==> src/hdl/skt_pkg.sv <==
// Package of the sorted key table: sizes, codes and shared types.
`default_nettype none

package skt_pkg;

   localparam int CAPACITY  = 64;
   localparam int KEY_WIDTH = 32;
   localparam int IDX_W     = $clog2(CAPACITY);
   localparam int CNT_W     = $clog2(CAPACITY + 1);

   // Field widths on the channels
   localparam int OPCODE_W   = 2;
   localparam int KEY_IN_W   = 32;
   localparam int POSITION_W = 6;
   localparam int WHERE_W    = 6;
   localparam int STATUS_W   = 2;
   localparam int COUNT_W    = 7;

   localparam logic [OPCODE_W-1:0] OP_INSERT = 2'd0;
   localparam logic [OPCODE_W-1:0] OP_FIND   = 2'd1;
   localparam logic [OPCODE_W-1:0] OP_DELETE = 2'd2;
   localparam logic [OPCODE_W-1:0] OP_CLEAR  = 2'd3;

   localparam logic [STATUS_W-1:0] ST_OK      = 2'd0;
   localparam logic [STATUS_W-1:0] ST_FULL    = 2'd1;
   localparam logic [STATUS_W-1:0] ST_BAD_POS = 2'd2;

   // Broadcast to every cell of the chain
   typedef struct packed {
      logic                 ins;
      logic                 del;
      logic [IDX_W-1:0]     at;
      logic [KEY_WIDTH-1:0] key;
   } cell_cmd_type;

   // Outcome of the search sequencer
   typedef struct packed {
      logic             done;
      logic             found;
      logic [IDX_W-1:0] index;
   } srch_res_type;

endpackage

`default_nettype wire

==> src/hdl/skt_cell.sv <==
// One cell of the key chain: holds a key, compares it, shifts with its neighbours.
`default_nettype none

module skt_cell import skt_pkg::*; (
   input  logic                 clock,
   input  cell_cmd_type         cmd,
   input  logic [IDX_W-1:0]     cell_index,
   input  logic [KEY_WIDTH-1:0] probe_key,
   input  logic [KEY_WIDTH-1:0] left_key,
   input  logic [KEY_WIDTH-1:0] right_key,
   output logic [KEY_WIDTH-1:0] key_out,
   output logic                 lt_flag,
   output logic                 eq_flag
);

   logic [KEY_WIDTH-1:0] key_ff;
   logic [KEY_WIDTH-1:0] key_in;

   always_comb begin
      key_in = key_ff;
      if (cmd.ins) begin
         if (cell_index == cmd.at) begin
            key_in = cmd.key;
         end else if (cell_index > cmd.at) begin
            key_in = left_key;
         end
      end else if (cmd.del && (cell_index >= cmd.at)) begin
         key_in = right_key;
      end
   end

   always_ff @(posedge clock) begin
      key_ff <= key_in;
   end

   assign key_out = key_ff;
   assign lt_flag = probe_key < key_ff;
   assign eq_flag = probe_key == key_ff;

endmodule

`default_nettype wire

==> config.mk <==
export PLATFORM = sky130hd
export DESIGN_NAME = skt_cell
export DESIGN_NICKNAME = d
export VERILOG_FILES = /design/src/hdl/skt_pkg.sv /design/src/hdl/skt_cell.sv
export SDC_FILE = /design/constraint.sdc
export NUM_CORES = 1
export LEC_CHECK = 0
export BUFFER_PORTS_ARGS = -buffer_cell sky130_fd_sc_hd__buf_4
export CORE_MARGIN = 3
export CORE_UTILIZATION = 42
export DETAILED_ROUTE_END_ITERATION = 16
export PLACE_DENSITY = 0.92
export SLEW_MARGIN = 20
export SYNTH_ARGS = -nofsm -noshare
export SYNTH_HDL_FRONTEND = slang
export SYNTH_SLANG_ARGS = --single-unit
==> constraint.sdc <==
create_clock -name clock -period 4.2 [get_ports clock]
set_clock_uncertainty 0.2 [all_clocks]
set_input_delay 0.63 -clock clock [delete_from_list [all_inputs] [get_ports clock]]
set_output_delay 0.63 -clock clock [all_outputs]
set_load 0.02 [all_outputs]
==> flow_metrics.tcl <==
set metrics [dict create \
    status "completed" \
    postCtsSetupRepairBufs 0 \
    netlist_area_um2 2570 \
    grt-busiest-layer "met2" \
    critPathTopFamily "compound AO/OA/AOI/OAI gates" \
    grt_pass1_vias 2717 \
    detail_route.wl_per_cell_um 15.3 \
    hold_buffers 0 \
    wl_mm 8.02 \
    drtIter0Drc 49 \
    die_area_um2 7090 \
    numCtsBuffers 5 \
    syn_to_final_growth_pct 57.8 \
    hold_viol 0 \
    dieWidth_um 84.2 \
    fin_crit_sh_pct 81.7 \
    final_net_count 633 \
    crit_required_ps 3370 \
    power_density_nw_per_um2 275 \
    grt_max_degree 66 \
    pin_count 177 \
    relSlewSlack_pct 59.6 \
    grt_pass1_wl_mm 12.2 \
    cp_max_fo 2 \
    hold_depth 3 \
    largest_reg_flops 32 \
    slew_violations 0 \
    num_vias 2642 \
    hp-start "right_key[11]" \
    die_h_um 84.2 \
    gp_congestion 0.826 \
    power_leakage_nw 1.97 \
    yosys_register_bits 32 \
    antenna_found_initial 0 \
    yosysSeqAreaShare_pct 37.4 \
    htree_num_levels 2 \
    grt_overflow 0 \
    regArea_um2 961 \
    postSynthCellCount 277 \
    endpoint_kind "primary output" \
    p_total_w 0.00112 \
    ys_warn_count 0 \
    rsz0062_at_grt "no" \
    cpMostUsedCell "buf_4" \
    startpoint_type "input pin" \
    clk_pin_slew_ps 60 \
    multi_input_area_um2 1440 \
    cp_slowest_cell "or4b_1" \
    fmax_mhz 291 \
    fp-row-count 27 \
    setup_viol 0 \
    worst_pin_slew_ps 605 \
    first_pass_iters 4 \
    worstHoldPathType "in2reg" \
    final_core_util_pct 71.0 \
    use_met2_pct 43.3 \
    drcViolationCount 0 \
    setup_tns_ps 0 \
    antenna_left 0 \
    initial_core_util_pct 45.0 \
    nFillCells 413 \
    crit_arrival_ps 2600 \
    clkSinkCount 32 \
    layout-drive-gt1-share_pct 41.6 \
    crit_chain "buf_4 -> ha_1 -> a21oi_1 -> nor2_1 -> a211o_1 -> or4b_1 -> a2111oi_2 -> buf_4" \
    cts_resized 0 \
    met1_usage_pct 21.0 \
    core_um2 5710 \
    dp_hpwl_mm 6.76 \
    vdd_ir_drop_max_mv 0.143 \
    cts_tree "yes" \
    fin_crit_ps 3430 \
    path_class "in2out" \
    root_buffer "clkbuf_8" \
    num_antenna_cells 0 \
    whs_endpoint "key_out[11]" \
    clock_path_buffers 2 \
    grt_use_met3_pct 5.69 \
    avgSynthCellArea_um2 9.27 \
    portBuffers 176 \
    path_buf_inv 2 \
    maxCapViolCount 0 \
    via_per_inst 5.04 \
    dp_cells 517 \
    synth_cell_types 29 \
    max_stage_delay_ps 560 \
    track_usage_pct 21.5 \
    syn_nets 458 \
    final_cells 524 \
]
cells in the mapped netlist, drive strengths merged:
library cell	instances	area [µm²]
or3	1	6.26
o211ai	1	7.51
nand3	2	10.0
a211o	1	8.76
nand2	12	47.6
buf	5	22.5
nor2b	3	18.8
nor2	39	146
a31oi	1	6.26
a21o	1	7.51
clkbuf	5	18.8
a211oi	1	7.51
a21oi	45	225
mux2i	32	320
or4b	1	10.0
inv	39	146
nand2b	1	6.26
nor4	1	6.26
and4	2	17.5
nand4	5	31.3
o21ai	6	30.0
edfxtp	32	961
a2111oi	1	15.0
a221oi	1	8.76
a21boi	1	7.51
ha	38	475
layer usage:
layer  part of all wire (%)  vias up  wire length (µm)
li1                       -     1333                 -
met1                     34     1170              2720
met2                     56      127              4510
met3                    7.9       12               632
met4                    1.9        0               155
met5                      0        -                 0
final cells by class:
cell class / instances / share of cell area (%)
Clock inverter: 1 / 0.123
Multi-Input combinational cell: 196 / 35.6
Tap cell: 72 / 2.22
Clock buffer: 6 / 1.79
Sequential cell: 32 / 23.7
Inverter: 39 / 3.61
Timing Repair Buffer: 178 / 33.0
cells in the final DEF, fill, tap and decap left out:
cell | Yosys | final
a2111oi_2 | 1 | 1
a211o_1 | 1 | 1
a211oi_1 | 1 | 1
a21boi_1 | 1 | 1
a21o_1 | 1 | 1
a21oi_1 | 45 | 45
a221oi_1 | 1 | 1
a31oi_4 | 0 | 1
and4_1 | 2 | 2
buf_4 | 0 | 178
clkbuf_1 | 5 | 1
clkbuf_8 | 0 | 5
clkinv_2 | 0 | 1
edfxtp_1 | 32 | 32
ha_1 | 38 | 38
inv_1 | 39 | 39
mux2i_1 | 32 | 32
nand2_1 | 11 | 11
nand2_2 | 1 | 1
nand2b_1 | 1 | 1
nand3_1 | 2 | 2
nand4_1 | 5 | 5
nor2_1 | 39 | 38
nor2_4 | 0 | 1
nor2b_1 | 3 | 3
nor4_1 | 1 | 1
o211ai_1 | 1 | 1
o21ai_0 | 5 | 5
o21ai_1 | 1 | 1
or3_1 | 1 | 1
or4b_1 | 1 | 1
where the power goes:
part           leakage (nW)  total, W  internal [W]  switching [W]
Sequential            0.306  0.000437      0.000412      0.0000249
Clock                0.0410  0.000220      0.000113       0.000107
Combinational          1.62  0.000459      0.000229       0.000230
metrics by stage:
| step | hold slack, ps | worst slack [ps] | area [µm²] |
|---|---|---|---|
| after floorplan | 656 | 649 | 2570 |
| after global placement | 746 | 777 | 3980 |
| after detailed placement | 755 | 748 | 3980 |
| after CTS | 469 | 740 | 4050 |
| after global routing | 472 | 679 | 4050 |
| final | 474 | 767 | 4050 |
worst max path at each step:
stage                  start          to  cells after the start
2_1_floorplan  cell_index[0]  key_out[0]                      7
3_3_place_gp   probe_key[13]     lt_flag                      8
3_5_place_dp   probe_key[13]     lt_flag                      8
4_1_cts        probe_key[13]     lt_flag                      8
5_1_grt        probe_key[13]     lt_flag                      8
6_report       probe_key[13]     lt_flag                      8
worst min-delay path, delay by kind of cell:
family | cells | cell delay (ps)
simple gates | 1 | 30
buf+inv | 1 | 80
compound gates | 1 | 100
kinds of logic (layout without fill, tap and decap cells):
family                     Yosys count  in the layout  share of synthesized area, %
muxes                               32             32                          12.5
AOI/OAI and AO/OA                   59             59                          12.6
adders and majority gates           38             38                          18.5
DFF                                 32             32                          37.4
and+or+nand+nor                     67             67                          11.7
buffers and inverters               49            224                          7.31
(Power assumes the default switching activity.)
