File: src/hdl/skt_pkg.sv
// Package of the sorted key table: sizes, codes and shared types.
`default_nettype none

package skt_pkg;

   localparam int CAPACITY  = 64;
   localparam int KEY_WIDTH = 32;
   localparam int IDX_W     = $clog2(CAPACITY);
   localparam int CNT_W     = $clog2(CAPACITY + 1);

   // Field widths on the channels
   localparam int OPCODE_W   = 2;
   localparam int KEY_IN_W   = 32;
   localparam int POSITION_W = 6;
   localparam int WHERE_W    = 6;
   localparam int STATUS_W   = 2;
   localparam int COUNT_W    = 7;

   localparam logic [OPCODE_W-1:0] OP_INSERT = 2'd0;
   localparam logic [OPCODE_W-1:0] OP_FIND   = 2'd1;
   localparam logic [OPCODE_W-1:0] OP_DELETE = 2'd2;
   localparam logic [OPCODE_W-1:0] OP_CLEAR  = 2'd3;

   localparam logic [STATUS_W-1:0] ST_OK      = 2'd0;
   localparam logic [STATUS_W-1:0] ST_FULL    = 2'd1;
   localparam logic [STATUS_W-1:0] ST_BAD_POS = 2'd2;

   // Broadcast to every cell of the chain
   typedef struct packed {
      logic                 ins;
      logic                 del;
      logic [IDX_W-1:0]     at;
      logic [KEY_WIDTH-1:0] key;
   } cell_cmd_type;

   // Outcome of the search sequencer
   typedef struct packed {
      logic             done;
      logic             found;
      logic [IDX_W-1:0] index;
   } srch_res_type;

endpackage

`default_nettype wire

File: src/hdl/skt_search.sv
// Binary search sequencer: one probe of the cell flags per cycle.
`default_nettype none

module skt_search import skt_pkg::*; (
   input  logic                clock,
   input  logic                reset,
   input  logic                start,
   input  logic [CNT_W-1:0]    count,
   input  logic [CAPACITY-1:0] lt_vec,
   input  logic [CAPACITY-1:0] eq_vec,
   output srch_res_type        res
);

   typedef enum logic [1:0] {
      SR_IDLE = 2'b01,
      SR_RUN  = 2'b10
   } srch_state_type;

   srch_state_type   state_ff, state_in;
   logic [CNT_W-1:0] lo_ff, lo_in;
   logic [CNT_W-1:0] hip_ff, hip_in;   // upper bound plus one
   logic [CNT_W:0]   mid_sum;
   logic [IDX_W-1:0] mid;

   assign mid_sum = {1'b0, lo_ff} + {1'b0, hip_ff} - {{CNT_W{1'b0}}, 1'b1};
   assign mid     = mid_sum[IDX_W:1];

   always_comb begin
      state_in  = state_ff;
      lo_in     = lo_ff;
      hip_in    = hip_ff;
      res.done  = 1'b0;
      res.found = 1'b0;
      res.index = lo_ff[IDX_W-1:0];
      case (state_ff)
         SR_IDLE: begin
            if (start) begin
               lo_in    = '0;
               hip_in   = count;
               state_in = SR_RUN;
            end
         end
         SR_RUN: begin
            if (lo_ff >= hip_ff) begin
               // range exhausted: lower bound is the landing point
               res.done = 1'b1;
               state_in = SR_IDLE;
            end else if (eq_vec[mid]) begin
               res.done  = 1'b1;
               res.found = 1'b1;
               res.index = mid;
               state_in  = SR_IDLE;
            end else if (lt_vec[mid]) begin
               hip_in = CNT_W'(mid);
            end else begin
               lo_in = CNT_W'(mid) + CNT_W'(1);
            end
         end
         default: begin
            state_in = SR_IDLE;
         end
      endcase
   end

   always_ff @(posedge clock) begin
      if (reset) begin
         state_ff <= SR_IDLE;
      end else begin
         state_ff <= state_in;
      end
   end

   always_ff @(posedge clock) begin
      lo_ff  <= lo_in;
      hip_ff <= hip_in;
   end

endmodule

`default_nettype wire

File: config.mk
export PLATFORM = sky130hd
export DESIGN_NAME = skt_search
export DESIGN_NICKNAME = d
export VERILOG_FILES = /design/src/hdl/skt_pkg.sv /design/src/hdl/skt_search.sv
export SDC_FILE = /design/constraint.sdc
export NUM_CORES = 1
export LEC_CHECK = 0
export BUFFER_PORTS_ARGS = -buffer_cell sky130_fd_sc_hd__buf_2
export CAP_MARGIN = 15
export CORE_MARGIN = 1.5
export CORE_UTILIZATION = 45
export CTS_BUF_LIST = sky130_fd_sc_hd__clkbuf_2
export DETAILED_ROUTE_END_ITERATION = 12
export PLACE_DENSITY = 0.83
export SLEW_MARGIN = 15
export SYNTH_ARGS = -nofsm -noshare
export SYNTH_HDL_FRONTEND = slang
export SYNTH_SLANG_ARGS = --single-unit
export TNS_END_PERCENT = 100
File: constraint.sdc
create_clock -name clock -period 5 [get_ports clock]
set_input_delay 0.5 -clock clock [delete_from_list [all_inputs] [get_ports clock]]
set_output_delay 0.5 -clock clock [all_outputs]
set_load 0.01 [all_outputs]
==> reports/metrics.yaml <==
sta:
  worst_pin_slew_ns: 1.03
  hold_viol: 0
  finalSetupTns_ns: 0
  setup_violations: 0
  rsz0062_at_grt: "no"
  drv_slew: 0
  slew_headroom: 0.306
  min_period_ns: 4.37
  fin_skew_ns: 0.00300
  max_freq_mhz: 229
  finalCritPeriodShare: 0.874
  holdWs_ns: 0.377
synthesis:
  synth_ff_type: "edfxtp_1"
  ys_top_cells_by_area: "mux4_2, edfxtp_1, ha_1"
  yosysTopAreaCell: "mux4_2"
  muxShareOfSynthArea: 0.420
  synth_xor_xnor_area_share: 0.0468
  synth_top_area_share: 0.333
  async_reset_ff_frac: 0
  ys_types: 50
  netlist_area_sq_mm: 0.00243
  synthAdderAreaFrac: 0.103
  synth_fp_nets: 364
  avgSynthCellArea_sq_um: 11.8
  ys.warnings.count: 0
  yosys_register_bits: 16
  synthCells: 206
  synth-seq-area-share: 0.189
  synth_compound_area_frac: 0.0859
  synthSimpleGateAreaFrac: 0.0926
  synth_edf_count: 14
  synth_top_family_by_area: "multiplexers"
cts:
  ctsHtreeMaxLevel: 1
  numCtsBuffers: 3
  cts_setup_buffers: 0
  insertion_delay_ns: 0.30
  path_clk_slew_ns: 0.16
  ctsRootBufferMaster: "clkbuf_2"
  clkSinkCount: 16
  clock_path_buffers: 2
  tritoncts: "yes"
  postCtsHoldBufs: 0
  cts_resized: 0
die:
  dieHeight_microns: 76.5
  ioPinCount: 146
  core_sq_mm: 0.00517
  num_rows: 26
  initial_utilization: 0.470
  die_area_sq_mm: 0.00586
  die_width_microns: 76.5
critical_path:
  cp-end-kind: "primary output"
  slowest_delay_ns: 0.77
  worst-path-max-fanout: 18
  cp_top_family: "adder cells"
  cp.required_ns: 4.50
  path_class: "flip-flop to primary output"
  cp-start-kind: "flip-flop"
  crit_chain: "inv_1 > ha_1 > xor2_1 > ha_1 > mux4_2 > mux2_2 > o2111ai_1 > a31oi_4 > mux2_1 > buf_2"
  crit_buf_inv: 2
  critPathMostFrequentCell: "ha_1"
  arrival_ns: 3.87
  slowest_stage: "ha_1"
  reg2reg_slack_ns: 0.74
drt:
  drt_iter0_drc: 71
  first_pass_iters: 4
  ant_nets: 0
  vias: 2299
  drc: 0
  drt-total-wl_microns: 6960
  vias_per_cell: 5.50
  routedWlPerCell_microns: 16.6
pwr:
  netSwitchingFraction: 0.425
  clock_power_share: 0.053
  p_leak_nw: 1.54
  irDropWorstVdd_uv: 183
  p_int_uw: 661
  power_frac_seq: 0.145
  power.density_mw_per_mm2: 355
  p_switching_uw: 488
  pwr-share-comb: 0.802
global_route:
  grt_pass1_wl_microns: 11300
  grt-ovfl-total: 0
  antenna_found_initial: 0
  grt_max_degree: 21
  grt_usage: 0.245
  grt_pass1_vias: 2496
place:
  dpl.hpwl_microns: 6050
  placedInstanceArea_sq_mm: 0.00322
  gp_congestion: 0.812
  dp.cells: 414
  port_buffers: 145
finish:
  stdcell_count: 418
  drive_gt1_frac: 0.606
  area_delta_synth_final_pct: 33.1
  n_fill_cell: 422
  fin_util: 0.626
  n_antenna_cell: 0
  fin_nets: 507
  stdcell_area_sq_mm: 0.00324
min_path:
  hp-class: "input pin to flip-flop"
status:
  outcome: "completed"
flow_run:
  drv_cap: 0
## cells by family (layout without fill, tap and decap cells)
logic type	Yosys count	count (layout)
AND/OR/NAND/NOR	46	46
multiplexers	56	56
AO/OA/AOI/OAI	24	24
flip-flops	16	16
buffers and inverters	34	176
XOR/XNOR	10	10
adder cells (fa/ha/maj)	20	20
## power by group through the flow
stage,clock [mW],combinational [mW],sequential (mW)
floorplan,0,0.738,0.169
global placement,0,0.904,0.170
detailed placement,0,0.928,0.170
CTS,0.0603,0.929,0.167
global route,0.0647,1.01,0.169
finish,0.0609,0.921,0.167
## flip-flops by register name, summed over array words and instances, names as in the netlist
signal	cells
hip_ff	7
lo_ff	7
state_ff	2
## path summary, 6_finish.rpt
kind | cells past startpoint | startpoint | to
setup / recovery | 10 | lo_ff[2]$_SDFFCE_PN0P_ | res[4]
hold / removal | 2 | reset | state_ff[1]$_SDFFE_PP0P_
setup reg to reg | 9 | lo_ff[2]$_SDFFCE_PN0P_ | hip_ff[1]$_DFFE_PP_
hold reg to reg | 2 | state_ff[0]$_SDFFE_PP1P_ | state_ff[1]$_SDFFE_PP0P_
## per-layer routing
| metal | vias to the layer above | global-route usage | wire [microns] |
|---|---|---|---|
| li1 | 1080 | - | - |
| met1 | 1105 | 0.269 | 2420 |
| met2 | 95 | 0.471 | 3970 |
| met3 | 19 | 0.0347 | 383 |
| met4 | 0 | 0.0963 | 179 |
| met5 | - | 0 | 0 |
## cell type report
class / instances / area, sq um / share of cell area
Clock buffer: 3 / 15.0 / 0.00464
Clock inverter: 1 / 3.75 / 0.00116
Inverter: 21 / 78.8 / 0.0243
Multi-Input combinational cell: 156 / 1820 / 0.563
Sequential cell: 16 / 460 / 0.142
Tap cell: 70 / 87.6 / 0.0270
Timing Repair Buffer: 151 / 771 / 0.238
## cells in the mapped netlist, drive strengths merged, types with 4 or more instances
library cell,n
buf,8
clkbuf,5
edfxtp,14
ha,20
inv,21
mux2,8
mux2i,12
mux4,36
nand2,21
nor2,8
xnor2,6
xor2,4
## per-stage QoR
| step | total power [mW] | setup WS, ns |
|---|---|---|
| after floorplan | 0.906 | 1.27 |
| after global placement | 1.07 | 0.920 |
| after global routing | 1.24 | 0.446 |
| final | 1.15 | 0.631 |
| after CTS | 1.16 | 0.632 |
| after detailed placement | 1.10 | 0.735 |
## cell usage in the layout, fill, tap and decap left out, types with 2 or more instances in the layout
cell        n
a21o_1      2
a21oi_1     3
and2_1      2
buf_2     145
buf_4       6
clkbuf_2    3
dfxtp_1     2
edfxtp_1   14
ha_1       19
inv_1      21
mux2_2      7
mux2i_1    12
mux4_2     36
nand2_1    21
nand3_1     3
nor2_1      7
nor3_1      2
o21ai_0     3
or2_2       2
xnor2_1     5
xor2_1      3
No activity file was read; power rests on OpenSTA's default activity.
